File: src/hw/rtl/fplc_pkg.sv
package fplc_pkg;

  localparam int unsigned WINDOW_DEFAULT = 32;

  localparam int unsigned FRAME_W   = 20;
  localparam int unsigned STAGE_W   = 2;
  localparam int unsigned AVG_W     = 28;
  localparam int unsigned FRAC_W    = 8;
  localparam int unsigned GOOD_W    = 7;
  localparam int unsigned BAD_W     = 2;
  localparam int unsigned TOTAL_W   = 32;
  localparam int unsigned APB_DW    = 32;
  localparam int unsigned APB_AW    = 3;

  localparam logic [FRAME_W-1:0] DEFAULT_REFRESH_US = 20'd16667;
  localparam logic [GOOD_W-1:0]  MIN_PROMOTE        = 7'd2;
  localparam logic [GOOD_W-1:0]  MAX_PROMOTE        = 7'd64;
  localparam logic [GOOD_W-1:0]  GOOD_RUN_MAX       = 7'd127;
  localparam logic [BAD_W-1:0]   BAD_RUN_MAX        = 2'd3;
  localparam logic [BAD_W-1:0]   DEMOTE_RUN         = 2'd2;
  localparam logic [STAGE_W-1:0] TOP_STAGE          = 2'd3;
  localparam logic [STAGE_W-1:0] BEST_STAGE         = 2'd0;
  localparam logic [TOTAL_W-1:0] TOTAL_MAX          = 32'hFFFF_FFFF;

  // input kinds carried on the slave tuser
  localparam logic MODE_FRAME     = 1'b0;
  localparam logic MODE_INTERRUPT = 1'b1;

  // register word index (paddr[2])
  localparam logic REG_REFRESH = 1'b0;

  typedef struct packed {
    logic                 stage_changed;
    logic [STAGE_W-1:0]   stage;
    logic [1:0]           frame_latency;
    logic                 vsync_on;
    logic [FRAME_W-1:0]   average_frame_us;
    logic [TOTAL_W-1:0]   total_late;
    logic [TOTAL_W-1:0]   stage_change_count;
  } fplc_result_t;

  function automatic logic [1:0] stage_latency(input logic [STAGE_W-1:0] s);
    return s[1] ? 2'd2 : 2'd1;
  endfunction

  function automatic logic stage_vsync(input logic [STAGE_W-1:0] s);
    return ~s[0];
  endfunction

endpackage

File: src/hw/rtl/fplc_regs.sv
module fplc_regs
  import fplc_pkg::*;
(
  input  logic              clk,
  input  logic              rst,
  input  logic              psel,
  input  logic              penable,
  input  logic              pwrite,
  input  logic [APB_AW-1:0] paddr,
  input  logic [APB_DW-1:0] pwdata,
  output logic [APB_DW-1:0] prdata,
  output logic              pready,
  output logic [FRAME_W-1:0] refresh_eff
);

  logic [FRAME_W-1:0] refresh_period_us;
  logic               wr_en;

  assign pready = 1'b1;
  assign wr_en  = psel & penable & pwrite & pready & (paddr[2] == REG_REFRESH);

  always_ff @(posedge clk) begin
    if (rst) begin
      refresh_period_us <= DEFAULT_REFRESH_US;
    end else if (wr_en) begin
      refresh_period_us <= pwdata[FRAME_W-1:0];
    end
  end

  always_comb begin
    if (paddr[2] == REG_REFRESH) begin
      prdata = {{(APB_DW-FRAME_W){1'b0}}, refresh_period_us};
    end else begin
      prdata = '0;
    end
  end

  // a programmed zero falls back to the default period
  assign refresh_eff = (refresh_period_us != '0) ? refresh_period_us : DEFAULT_REFRESH_US;

endmodule

File: src/hw/rtl/fplc_core.sv
module fplc_core
  import fplc_pkg::*;
#(
  parameter int unsigned WINDOW = WINDOW_DEFAULT
) (
  input  logic               clk,
  input  logic               rst,
  input  logic               go,
  input  logic               mode,
  input  logic [FRAME_W-1:0] frame_time_us,
  input  logic [FRAME_W-1:0] refresh_eff,
  output fplc_result_t       result
);

  localparam int unsigned CNT_W     = $clog2(WINDOW + 1);
  localparam int unsigned SKIP_W    = $clog2(WINDOW / 2 + 1);
  localparam int unsigned AVG_SHIFT = $clog2(WINDOW + 1) - 1;

  localparam logic [CNT_W-1:0]  WINDOW_LEN = CNT_W'(WINDOW);
  localparam logic [CNT_W-1:0]  LATE_LIMIT = CNT_W'(WINDOW / 4);
  localparam logic [SKIP_W-1:0] SKIP_LOAD  = SKIP_W'(WINDOW / 2);

  logic [STAGE_W-1:0] current_stage, current_stage_next;
  logic [AVG_W-1:0]   average_fixed, average_fixed_next;
  logic [SKIP_W-1:0]  skip_left, skip_left_next;
  logic [CNT_W-1:0]   frames_in_window, frames_in_window_next;
  logic [CNT_W-1:0]   late_in_window, late_in_window_next;
  logic [GOOD_W-1:0]  good_run, good_run_next;
  logic [BAD_W-1:0]   bad_run, bad_run_next;
  logic [GOOD_W-1:0]  promote_need, promote_need_next;
  logic [TOTAL_W-1:0] late_total, late_total_next;
  logic [TOTAL_W-1:0] change_total, change_total_next;

  logic [AVG_W-1:0]   f8;
  logic [AVG_W-1:0]   avg_diff;
  logic [AVG_W-1:0]   avg_step;
  logic [AVG_W-1:0]   avg_upd;
  logic               is_late;
  logic [CNT_W-1:0]   frames_inc;
  logic [CNT_W-1:0]   late_inc;
  logic [GOOD_W-1:0]  good_inc;
  logic [BAD_W-1:0]   bad_inc;
  logic               changed;

  assign f8       = {frame_time_us, {FRAC_W{1'b0}}};
  assign avg_diff = (f8 >= average_fixed) ? (f8 - average_fixed) : (average_fixed - f8);
  assign avg_step = avg_diff >> AVG_SHIFT;
  assign avg_upd  = (f8 >= average_fixed) ? (average_fixed + avg_step)
                                          : (average_fixed - avg_step);

  // late when 2*f > 3*refresh
  assign is_late = {1'b0, frame_time_us, 1'b0} >
                   ({2'b00, refresh_eff} + {1'b0, refresh_eff, 1'b0});

  assign late_inc   = is_late ? late_in_window + 1'b1 : late_in_window;
  assign frames_inc = frames_in_window + 1'b1;
  assign good_inc   = (good_run < GOOD_RUN_MAX) ? good_run + 1'b1 : good_run;
  assign bad_inc    = (bad_run < BAD_RUN_MAX) ? bad_run + 1'b1 : bad_run;

  always_comb begin
    current_stage_next    = current_stage;
    average_fixed_next    = average_fixed;
    skip_left_next        = skip_left;
    frames_in_window_next = frames_in_window;
    late_in_window_next   = late_in_window;
    good_run_next         = good_run;
    bad_run_next          = bad_run;
    promote_need_next     = promote_need;
    late_total_next       = late_total;
    change_total_next     = change_total;
    changed               = 1'b0;

    if (mode == MODE_INTERRUPT) begin
      skip_left_next        = SKIP_LOAD;
      bad_run_next          = '0;
      frames_in_window_next = '0;
      late_in_window_next   = '0;
    end else if (frame_time_us != '0) begin
      average_fixed_next = avg_upd;
      if (skip_left != '0) begin
        skip_left_next = skip_left - 1'b1;
      end else begin
        if (is_late && late_total != TOTAL_MAX) begin
          late_total_next = late_total + 1'b1;
        end
        if (frames_inc < WINDOW_LEN) begin
          frames_in_window_next = frames_inc;
          late_in_window_next   = late_inc;
        end else begin
          frames_in_window_next = '0;
          late_in_window_next   = '0;
          if (late_inc > LATE_LIMIT) begin
            good_run_next = '0;
            bad_run_next  = bad_inc;
            if (bad_inc >= DEMOTE_RUN && current_stage < TOP_STAGE) begin
              if (promote_need < MAX_PROMOTE) begin
                promote_need_next = {promote_need[GOOD_W-2:0], 1'b0};
              end
              current_stage_next = current_stage + 1'b1;
              changed            = 1'b1;
            end
          end else if (late_inc != '0) begin
            good_run_next = '0;
          end else begin
            bad_run_next = '0;
            if (current_stage != BEST_STAGE) begin
              good_run_next = good_inc;
              if (good_inc >= promote_need) begin
                current_stage_next = current_stage - 1'b1;
                changed            = 1'b1;
              end
            end
          end
        end
      end
    end

    // a stage change restarts measurement around the new stage
    if (changed) begin
      if (change_total != TOTAL_MAX) begin
        change_total_next = change_total + 1'b1;
      end
      good_run_next         = '0;
      bad_run_next          = '0;
      skip_left_next        = SKIP_LOAD;
      average_fixed_next    = {refresh_eff, {FRAC_W{1'b0}}};
      frames_in_window_next = '0;
      late_in_window_next   = '0;
    end
  end

  always_ff @(posedge clk) begin
    if (rst) begin
      current_stage    <= BEST_STAGE;
      average_fixed    <= {DEFAULT_REFRESH_US, {FRAC_W{1'b0}}};
      skip_left        <= SKIP_LOAD;
      frames_in_window <= '0;
      late_in_window   <= '0;
      good_run         <= '0;
      bad_run          <= '0;
      promote_need     <= MIN_PROMOTE;
      late_total       <= '0;
      change_total     <= '0;
    end else if (go) begin
      current_stage    <= current_stage_next;
      average_fixed    <= average_fixed_next;
      skip_left        <= skip_left_next;
      frames_in_window <= frames_in_window_next;
      late_in_window   <= late_in_window_next;
      good_run         <= good_run_next;
      bad_run          <= bad_run_next;
      promote_need     <= promote_need_next;
      late_total       <= late_total_next;
      change_total     <= change_total_next;
    end
  end

  always_comb begin
    result.stage_changed      = changed;
    result.stage              = current_stage_next;
    result.frame_latency      = stage_latency(current_stage_next);
    result.vsync_on           = stage_vsync(current_stage_next);
    result.average_frame_us   = average_fixed_next[AVG_W-1:FRAC_W];
    result.total_late         = late_total_next;
    result.stage_change_count = change_total_next;
  end

endmodule

File: src/hw/rtl/frame_pacing_ladder_controller_unit.sv
// channel   direction  payload
// s_*       in         tuser: mode; tdata: frame_time_us (24 bits, padded)
// m_*       out        tdata: stage_changed .. stage_change_count (96 bits, padded)
// apb       in/out     refresh_period_us at byte address 0, pready tied high
//
// one item per cycle while m_tready keeps up: an input register feeds the state update,
// which loads the result register and sets m_tvalid when the item advances.
// rst (synchronous) restores refresh 16667 us, stage 0, promote threshold 2.
// a stalled m_tready holds the result and lets one more item wait in the
// input register; s_tready drops only when both are full.
module frame_pacing_ladder_controller_unit
  import fplc_pkg::*;
#(
  parameter int unsigned WINDOW = WINDOW_DEFAULT
) (
  input  logic              clk,
  input  logic              rst,
  input  logic              s_tvalid,
  output logic              s_tready,
  input  logic [23:0]       s_tdata,   // [19:0] frame_time_us
  input  logic              s_tuser,   // [0] mode
  output logic              m_tvalid,
  input  logic              m_tready,
  output logic [95:0]       m_tdata,   // [0] stage_changed, [2:1] stage,
                                       // [4:3] frame_latency, [5] vsync_on,
                                       // [25:6] average_frame_us, [57:26] total_late,
                                       // [89:58] stage_change_count
  input  logic              psel,
  input  logic              penable,
  input  logic              pwrite,
  input  logic [APB_AW-1:0] paddr,
  input  logic [APB_DW-1:0] pwdata,
  output logic [APB_DW-1:0] prdata,
  output logic              pready
);

  logic               in_valid;
  logic               in_mode;
  logic [FRAME_W-1:0] in_frame;
  logic               advance;
  logic [FRAME_W-1:0] refresh_eff;
  fplc_result_t       result;
  fplc_result_t       out_result;

  assign advance  = in_valid & (~m_tvalid | m_tready);
  assign s_tready = ~in_valid | advance;

  always_ff @(posedge clk) begin
    if (rst) begin
      in_valid <= 1'b0;
    end else if (s_tready) begin
      in_valid <= s_tvalid;
    end
  end

  always_ff @(posedge clk) begin
    if (s_tready && s_tvalid) begin
      in_mode  <= s_tuser;
      in_frame <= s_tdata[FRAME_W-1:0];
    end
  end

  fplc_regs u_regs (
    .clk         (clk),
    .rst         (rst),
    .psel        (psel),
    .penable     (penable),
    .pwrite      (pwrite),
    .paddr       (paddr),
    .pwdata      (pwdata),
    .prdata      (prdata),
    .pready      (pready),
    .refresh_eff (refresh_eff)
  );

  fplc_core #(
    .WINDOW (WINDOW)
  ) u_core (
    .clk           (clk),
    .rst           (rst),
    .go            (advance),
    .mode          (in_mode),
    .frame_time_us (in_frame),
    .refresh_eff   (refresh_eff),
    .result        (result)
  );

  always_ff @(posedge clk) begin
    if (rst) begin
      m_tvalid <= 1'b0;
    end else if (advance) begin
      m_tvalid <= 1'b1;
    end else if (m_tready) begin
      m_tvalid <= 1'b0;
    end
  end

  always_ff @(posedge clk) begin
    if (advance) begin
      out_result <= result;
    end
  end

  assign m_tdata = {6'b0,
                    out_result.stage_change_count,
                    out_result.total_late,
                    out_result.average_frame_us,
                    out_result.vsync_on,
                    out_result.frame_latency,
                    out_result.stage,
                    out_result.stage_changed};

endmodule

File: config.mk
export PLATFORM = sky130hd
export DESIGN_NAME = frame_pacing_ladder_controller_unit
export DESIGN_NICKNAME = d
export VERILOG_FILES = /design/src/hw/rtl/fplc_pkg.sv /design/src/hw/rtl/fplc_regs.sv /design/src/hw/rtl/fplc_core.sv /design/src/hw/rtl/frame_pacing_ladder_controller_unit.sv
export SDC_FILE = /design/constraint.sdc
export NUM_CORES = 1
export LEC_CHECK = 0
export BUFFER_PORTS_ARGS = -buffer_cell sky130_fd_sc_hd__clkbuf_2
export CORE_MARGIN = 3
export CORE_UTILIZATION = 30
export CTS_CLUSTER_DIAMETER = 50
export CTS_CLUSTER_SIZE = 12
export DETAILED_ROUTE_END_ITERATION = 12
export SLEW_MARGIN = 20
export SYNTH_ARGS = -nofsm -noshare
export SYNTH_HDL_FRONTEND = slang
export SYNTH_SLANG_ARGS = --single-unit
File: constraint.sdc
create_clock -name clk -period 20.9 [get_ports clk]
set_input_delay 3.135 -clock clk [delete_from_list [all_inputs] [get_ports clk]]
set_output_delay 3.135 -clock clk [all_outputs]
set_load 0.005 [all_outputs]
==> results.cfg, run 1 <==
[die]
core_um2 = 55740
die_x_um = 244.9
pin_count = 198
dieArea_um2 = 59990
die_h_um = 244.9
row_count = 86
start_util_pct = 30.73

[global_route]
grtUsageMet3_pct = 2.775
grt_pass1_wl_um = 77050
top_usage_layer = met2
use_met2_pct = 26.22
grt_use_met1_pct = 21.42
grt_pass1_vias = 14040
grt_use_total_pct = 15.94
grt_overflow_total = 0
grt_start_max_net_pins = 84
antenna_found_initial = 0

[drt]
dr.first_iter.drc_count = 965
drtPass1Iterations = 7
vias = 14790
ant_nets = 0
finalWirelength_um = 49080
wire_per_inst_um = 16.92
drc_errors = 0
avgViaCountPerCell = 5.098

[setup_path]
cp.depth = 35
crit_family = compound AO/OA/AOI/OAI gates
timing.rr.start = u_regs.refresh_period_us[19]
critical_path_peak_fanout = 37
path_buf_inv = 4
critical_path_class = reg2reg
cp-end-kind = flop
crit_path_max_incr_delay_ns = 0.45
critPathLaunch = u_regs.refresh_period_us[19]
cp_common_cell = a21oi_1
rr_worst_depth = 35
arrival_ns = 9.12
cp.required_ns = 21.29
crit_slowest_cell = a221oi_1
critPathLaunchType = flop

[synth]
ys_ff_latch = 257
yosysWarningCount = 0
synth_area_per_cell_um2 = 8.499
synthesis.area_um2 = 17130
netlist.area_leader.share_pct = 19.29
async_flop_share_pct = 0
ys.flop_type = dfxtp_1
synth_edf_count = 110
ys_seq_area_share_pct = 36.47
syn_inst = 2015
synthDistinctLibCells = 73
synth.area.top_cells = edfxtp_1 (19%), dfxtp_1 (17%), ha_1 (8.9%)
yosys.area.top_type = edfxtp_1

[cts]
holdBufCountCts = 0
post_cts_buffers = 0
clk_pin_slew_ns = 0.05
cts_tree = yes
cts.repair.resized = 0
clockRootBuffer = clkbuf_16
cts_buffers = 39
clock_sinks = 257
htree_levels = 2
cts_buffer_depth = 3
clock_latency_ns = 0.56

[placement]
io_buffer_count = 160
dp_cells = 2829
dp_hpwl_um = 36440
post_dp_cell_area_um2 = 18480
globalplace.congestion = 0.9290

[timing]
worstMarginPinSlew_ns = 1.012
rsz0062_at_grt = false
report.final.hold_viol_count = 0
slew_headroom_pct = 32.21
drv_slew = 0
period_needed_ns = 8.730
max_freq_ghz = 0.1145
tns_ns = 0
clock_skew_ns = 0.03251
setup_viol_count_final = 0
finalCritPeriodShare_pct = 41.77

[final_layout]
fin_area_um2 = 19880
drive_gt1_share_pct = 12.77
final_nets = 2314
utilization_pct = 35.67
multi_input_area_um2 = 10080
n_antenna_cell = 0
seqCellArea_um2 = 6246
fillers = 5770
stdcell_count = 2901
areaGrowthSynthToFinish_pct = 16.09

[power_and_ir_drop]
pwr-share-clk_pct = 36.6
p_seq_share_pct = 31.1
p_sw_mw = 0.6572
irDropWorstVdd_mv = 0.06538
total_power_mw = 1.888
power.internal_mw = 1.231
p_leak_nw = 7.968
p_sw_share_pct = 34.81
combPwrFrac_pct = 32.3
powerDensity_nw_per_um2 = 94.95

[job]
maxCapViolations = 0

[worst_hold_path]
min-delay-start = u_regs.refresh_period_us[16]
whs_path_depth = 2
hp-class = reg2reg

[outcome]
status = finished, final reports clean
==> flip-flops by register name, indices dropped and copies added (netlist names) <==
signal                    flops
u_core.good_run               7
u_core.promote_need           6
u_regs.refresh_period_us     20
u_core.skip_left              5
in_frame                     20
m_tvalid                      1
u_core.average_fixed         28
in_valid                      1
u_core.late_total            32
u_core.current_stage          2
u_core.late_in_window         6
m_tdata                      89
in_mode                       1
u_core.frames_in_window       5
u_core.change_total          32
u_core.bad_run                2
==> synthesized netlist by cell type (37+ instances only) <==
library cell / count
nand2_1: 218
nor2_1: 209
a21oi_1: 160
dfxtp_1: 147
ha_1: 122
xnor2_1: 118
edfxtp_1: 110
xor2_1: 94
inv_1: 92
nand3_1: 90
clkbuf_1: 86
o21ai_0: 70
a21o_1: 44
nor3_1: 38
and3_1: 37
==> worst min-delay path, delay by kind of cell, from the launching register on <==
family,cells,cell delay (ns)
compound gates,1,0.05
simple gates,1,0.06
flops,1,0.32
==> routing by layer <==
layer	up-vias	share of wire, %
li1	7265	-
met1	7006	46
met2	441	46
met3	76	5.8
met4	0	2.6
met5	-	0
==> power by group through the flow <==
| stage | sequential, mW | combinational (mW) | clock (mW) |
|---|---|---|---|
| floorplan | 0.586 | 0.459 | 0 |
| global placement | 0.597 | 0.593 | 0 |
| detailed placement | 0.598 | 0.599 | 0 |
| CTS | 0.587 | 0.605 | 0.708 |
| global route | 0.590 | 0.679 | 0.730 |
| finish | 0.587 | 0.609 | 0.691 |
==> final cells by class <==
class | instances | share of cell area, %
Tap cell | 748 | 4.707
Clock buffer | 49 | 5.406
Timing Repair Buffer | 169 | 4.380
Multi-Input combinational cell | 1563 | 50.71
Sequential cell | 257 | 31.42
Clock inverter | 23 | 1.617
Inverter | 92 | 1.762
==> layout by cell type, fill, tap and decap left out, types with 9 or more instances in the layout <==
cell / count
nor3_1: 38
nor4_1: 11
dfxtp_1: 147
clkbuf_16: 40
o21ai_0: 70
buf_4: 10
nand3b_1: 11
inv_1: 91
ha_1: 122
a31oi_1: 20
nor2_1: 209
clkbuf_2: 159
and4_1: 9
o21a_1: 15
and2_1: 9
nand2b_1: 18
o21bai_1: 18
nand3_1: 90
a211oi_1: 20
edfxtp_1: 110
a21o_1: 44
nand4_1: 27
nor2b_1: 25
or3_1: 23
mux2i_1: 21
nand2_1: 218
or2_2: 14
and3_1: 37
xor2_1: 94
a21oi_1: 160
conb_1: 19
xnor2_1: 118
==> worst paths after layout <==
path	slack, ns	end
max	12.17	u_core.average_fixed[18]
min	0.48	u_regs.refresh_period_us[16]
max reg2reg	12.17	u_core.average_fixed[18]
min reg2reg	0.48	u_regs.refresh_period_us[16]
==> metrics by stage <==
stage	setup WS [ns]	hold WS, ns
2_1_floorplan	13.65	0.4514
3_3_place_gp	12.39	0.4666
3_5_place_dp	12.28	0.4742
4_1_cts	12.27	0.4814
5_1_grt	11.55	0.5044
6_report	12.17	0.4783
==> kinds of logic after synthesis <==
family | Yosys count | synth area share, %
other | 2 | 0.04385
adder cells (fa/ha/maj) | 125 | 9.264
buffers and inverters | 212 | 5.194
flip-flops | 257 | 36.47
XOR/XNOR | 212 | 10.84
multiplexers | 25 | 1.483
AND/OR/NAND/NOR | 766 | 21.48
AO/OA/AOI/OAI | 416 | 15.23
Note: power is estimated with default switching activity, not from simulation.
==> inputs of run 2 (changes only) <==
==> constraint.sdc (replaced) <==
create_clock -name clk -period 7.08 [get_ports clk]
set_input_delay 1.062 -clock clk [delete_from_list [all_inputs] [get_ports clk]]
set_output_delay 1.062 -clock clk [all_outputs]
set_load 0.005 [all_outputs]
==> run 2 against run 1 <==
- setup slack lost 12 ns
- global-route usage is 0.56 points higher
- clock-buffer cell count decreased by 3
- die area did not move
- critical path type unchanged
- largest power group is now combinational cells
==> results.cfg, run 2 (synthesized netlist as in run 1, its figures left out) <==
[cts]
cts_tree = yes
clock_latency_ns = 0.55
clk_pin_slew_ns = 0.06
cts_buffer_depth = 3
cts_buffers = 34
clockRootBuffer = clkbuf_16
clock_sinks = 257
htree_levels = 2

[timing]
max_freq_ghz = 0.1436
rsz0062_at_grt = true
slew_headroom_pct = 26.74
setup_viol_count_final = 0
worstMarginPinSlew_ns = 1.096
hold_ws_ns = 0.4814
drv_slew = 0
clock_skew_ns = 0.02082
tns_ns = 0
finalCritPeriodShare_pct = 98.35
report.final.hold_viol_count = 0
period_needed_ns = 6.963

[outcome]
status = finished, final reports clean

[die]
start_util_pct = 30.73
dieArea_um2 = 59990
die_x_um = 244.9
die_h_um = 244.9
row_count = 86
core_um2 = 55740
pin_count = 198

[job]
maxCapViolations = 0

[global_route]
grt_start_max_net_pins = 82
grt_overflow_total = 0
grt_pass1_wl_um = 79980
grt_use_total_pct = 16.50
antenna_found_initial = 0
grt_pass1_vias = 14780

[power_and_ir_drop]
powerDensity_nw_per_um2 = 262.6
p_leak_nw = 8.875
irDropWorstVdd_mv = 0.1392
total_power_mw = 5.706

[drt]
vias = 15290
dr.first_iter.drc_count = 815
finalWirelength_um = 51850
drtPass1Iterations = 5
wire_per_inst_um = 16.98
ant_nets = 0
avgViaCountPerCell = 5.007
drc_errors = 0

[worst_hold_path]
hp-class = reg2reg

[placement]
globalplace.congestion = 0.9324
io_buffer_count = 160
dp_cells = 2979
dp_hpwl_um = 38880

[setup_path]
r2r_end = u_core.average_fixed[12]
critical_path_peak_fanout = 7
arrival_ns = 7.40
critPathCapture = u_core.average_fixed[12]
cp_common_cell = a21oi_2
crit_slowest_cell = or4_4
cp-end-kind = flop
r2r_slack_ns = 0.12
timing.rr.start = u_regs.refresh_period_us[4]
critPathLaunchType = flop
critPathLaunch = u_regs.refresh_period_us[4]
cp.required_ns = 7.52
critical_path_class = reg2reg
crit_path_max_incr_delay_ns = 0.55
rr_worst_depth = 32

[final_layout]
n_antenna_cell = 0
mostFrequentLayoutCells = nand2_1 (206), nor2_1 (200), clkbuf_2 (159)
utilization_pct = 38.98
areaGrowthSynthToFinish_pct = 26.87
final_common_cell = nand2_1
final_nets = 2471
drive_gt1_share_pct = 23.04
stdcell_count = 3053
largest_register_ffs = 89
## run 2: cell count changes in the layout (fill, tap and decap cells not counted), sizes merged
cell / change
clkinvlp: +2
clkinv: +2
buf: +160
inv: -10
bufinv: -1
clkbuf: -1
## run 2: repair_timing
action / in CTS / in global routing
buffers inserted: 3 / 7
resized for setup: 23 / 156
setup endpoints to repair: 109 / 139
cloned: 0 / 3
hold buffers: 0 / 0
pin swaps: 9 / 60
## run 2: how the worst min path moves through the flow
stage	startpoint	endpoint	cells after the start
floorplan	u_core.frames_in_window[4]	u_core.frames_in_window[4]	1
global placement	u_core.frames_in_window[4]	u_core.frames_in_window[4]	1
detailed placement	u_core.promote_need[1]	u_core.promote_need[1]	2
CTS	u_core.promote_need[1]	u_core.promote_need[1]	2
global route	u_core.promote_need[1]	u_core.promote_need[1]	2
finish	u_core.promote_need[1]	u_core.promote_need[1]	2
## run 2: area by class of cell
| class | instances | area (um2) |
|---|---|---|
| sequential | 257 | 6248 |
| clock inverter | 16 | 222.7 |
| fill | 5652 | 34010 |
| clock buffer | 46 | 967.2 |
| timing repair buffer | 331 | 2207 |
| inverter | 92 | 357.8 |
| multi-input combinational | 1563 | 10790 |
| tap | 748 | 935.9 |
## run 2: stage by stage
stage                     setup slack (ns)  cell area, um2
after floorplan                    0.01331           17200
after global placement             -0.4244           19610
after detailed placement           -0.6116           19610
after CTS                        0.0004503           20940
after global routing               -0.1570           21730
final                               0.1168           21730
## run 2: power by group
group / leakage (nW) / switching, mW / internal (mW)
Combinational: 6.12 / 1.22 / 0.989
Clock: 0.565 / 0.685 / 1.09
Sequential: 2.19 / 0.0747 / 1.65
Total: 8.88 / 1.98 / 3.73
## run 2: routing by layer
layer | up-vias | share of wire (%) | GRT usage [%]
li1 | 7568 | - | -
met4 | 0 | 3.1 | 5.401
met2 | 371 | 46 | 27.28
met3 | 104 | 4.7 | 2.556
met1 | 7242 | 46 | 22.06
met5 | - | 0 | 0
## run 2: critical path, delay by kind of cell (launching register included)
family | cells | cell delay (ns)
AOI/OAI and AO/OA | 16 | 2.90
adders and majority gates | 2 | 0.47
buffers and inverters | 4 | 0.49
xor gates and xnor gates | 1 | 0.17
and+or+nand+nor | 7 | 1.80
muxes | 2 | 0.69
DFF | 1 | 0.32
==> inputs of run 3 (changes only) <==
==> constraint.sdc (replaced) <==
create_clock -name clk -period 8.9 [get_ports clk]
set_input_delay 1.335 -clock clk [delete_from_list [all_inputs] [get_ports clk]]
set_output_delay 1.335 -clock clk [all_outputs]
set_load 0.005 [all_outputs]
==> run 3 against run 2 <==
- register-to-register slack gained 0.57 ns
- sequential power is 20% lower
- sequential share of layout area is 2.8 points higher
- clock power decreased by 14%
- cell area shrank 8.9%
- global-route usage decreased by 0.76 points
- sequential cell count stayed put
- critical path type unchanged
- largest power group is now the clock network
==> results.cfg, run 3 (synthesized netlist as in run 1, its figures left out) <==
[worst_hold_path]
hp-class = reg2reg
whs_path_depth = 2
min_to = u_regs.refresh_period_us[16]
min-delay-start = u_regs.refresh_period_us[16]

[timing]
max_freq_ghz = 0.1218
period_needed_ns = 8.209
tns_ns = 0
report.final.hold_viol_count = 0
setup_viol_count_final = 0
rsz0062_at_grt = false
finalCritPeriodShare_pct = 92.24
hold_ws_ns = 0.4821
clock_skew_ns = 0.02923
worstMarginPinSlew_ns = 0.9986
drv_slew = 0
slew_headroom_pct = 33.43

[setup_path]
r2r_end = u_core.average_fixed[12]
critical_path_peak_fanout = 35
cp-end-kind = flop
critPathLaunch = u_regs.refresh_period_us[16]
cp_common_cell = a21oi_1
crit_slowest_cell = mux2i_2
critPathLaunchType = flop
critical_path_class = reg2reg
timing.rr.start = u_regs.refresh_period_us[16]
r2r_slack_ns = 0.69
arrival_ns = 8.65
crit_path_max_incr_delay_ns = 0.56
cp.required_ns = 9.34
rr_worst_depth = 32

[die]
core_um2 = 55740
row_count = 86
die_x_um = 244.9
die_h_um = 244.9
start_util_pct = 30.73
dieArea_um2 = 59990
pin_count = 198

[cts]
htree_levels = 2
clock_latency_ns = 0.56
holdBufCountCts = 0
cts.repair.resized = 0
cts_buffers = 38
cts_tree = yes
post_cts_buffers = 0
clk_pin_slew_ns = 0.06
cts_buffer_depth = 3
clock_sinks = 257
clockRootBuffer = clkbuf_16

[final_layout]
areaGrowthSynthToFinish_pct = 15.61
final_nets = 2317
largest_register_ffs = 89
final_common_cell = nand2_1
drive_gt1_share_pct = 12.81
mostFrequentLayoutCells = nand2_1 (218), nor2_1 (209), a21oi_1 (160)
fillers = 5812

[global_route]
grt_overflow_total = 0
grt_pass1_vias = 13970
grt_use_total_pct = 15.73
grt_start_max_net_pins = 91
antenna_found_initial = 1
grt_pass1_wl_um = 75630

[placement]
globalplace.congestion = 0.8822
io_buffer_count = 160
dp_hpwl_um = 36420

[drt]
drc_errors = 0
finalWirelength_um = 48530
vias = 14720
avgViaCountPerCell = 5.070
ant_nets = 0
dr.first_iter.drc_count = 943
drtPass1Iterations = 5
wire_per_inst_um = 16.72

[job]
maxCapViolations = 0

[power_and_ir_drop]
p_leak_nw = 7.951
pwr-share-clk_pct = 35.3
p_sw_share_pct = 34.78
p_sw_mw = 1.502
combPwrFrac_pct = 32.8
powerDensity_nw_per_um2 = 218.1
p_seq_share_pct = 31.9
power.internal_mw = 2.816
irDropWorstVdd_mv = 0.1463

[outcome]
status = finished, final reports clean
-- run 3: changes by cell type in the layout (fill, tap and decap cells not counted), moves of 9 or more --
cell | previous run | this run
nand2_1 | 206 | 218
nand3_1 | 71 | 90
a21oi_1 | 145 | 160
o21ai_0 | 60 | 70
nand3_2 | 17 | 0
nor3_1 | 28 | 38
buf_4 | 155 | 14
buf_6 | 10 | 0
a21oi_2 | 10 | 0
nor2_1 | 200 | 209
-- run 3: worst max-delay path, delay by kind of cell, from the launching register on --
family / cells / cell delay (ns)
xor gates and xnor gates: 1 / 0.17
adders and majority gates: 4 / 1.10
AOI/OAI and AO/OA: 17 / 3.73
DFF: 1 / 0.35
and+or+nand+nor: 5 / 1.32
muxes: 2 / 0.89
buffers and inverters: 3 / 0.48
-- run 3: final cells by class --
type | instances | area [um2] | share of cell area [%]
Antenna cell | 1 | 2.502 | 0.01264
Clock buffer | 46 | 1022 | 5.163
Clock inverter | 23 | 269.0 | 1.359
Inverter | 92 | 350.3 | 1.769
Multi-Input combinational cell | 1563 | 10070 | 50.88
Sequential cell | 257 | 6246 | 31.55
Tap cell | 748 | 935.9 | 4.727
Timing Repair Buffer | 173 | 900.9 | 4.550
-- run 3: worst max-delay path by stage --
stage / depth (start not counted) / slack, ns / to
global route: 26 / 0.02 / u_core.average_fixed[12]
detailed placement: 32 / 0.74 / u_core.average_fixed[12]
CTS: 32 / 0.73 / u_core.average_fixed[12]
finish: 32 / 0.69 / u_core.average_fixed[12]
global placement: 32 / 0.85 / u_core.average_fixed[12]
floorplan: 35 / 1.65 / m_tdata[63]
-- run 3: routing by layer --
layer	track usage, %	up-vias	share of wire (%)	routed length (um)
met5	0	-	0.027	13
li1	-	7255	-	-
met2	26.03	402	46	22440
met1	20.60	6989	46	22140
met3	3.452	71	5.8	2803
met4	4.602	2	2.3	1127
-- run 3: stage by stage --
stage | instances | utilization (%) | setup slack, ns | power [mW] | cell area (um2)
CTS | 2902 | 35.51 | 0.7282 | 4.350 | 19790
global placement | 2833 | 33.19 | 0.8521 | 2.775 | 18500
floorplan | 2032 | - | 1.655 | 2.454 | 17190
global route | 2902 | 35.52 | 0.02495 | 4.579 | 19800
finish | 2903 | 35.52 | 0.6910 | 4.318 | 19800
detailed placement | 2833 | 33.19 | 0.7422 | 2.794 | 18500
-- run 3: power groups by stage --
stage          Sequential [mW]  Clock, mW  Combinational [mW]
2_1_floorplan             1.38          0                1.08
3_3_place_gp              1.40          0                1.37
3_5_place_dp              1.40          0                1.39
4_1_cts                   1.38       1.57                1.40
5_1_grt                   1.38       1.62                1.58
6_report                  1.38       1.53                1.41
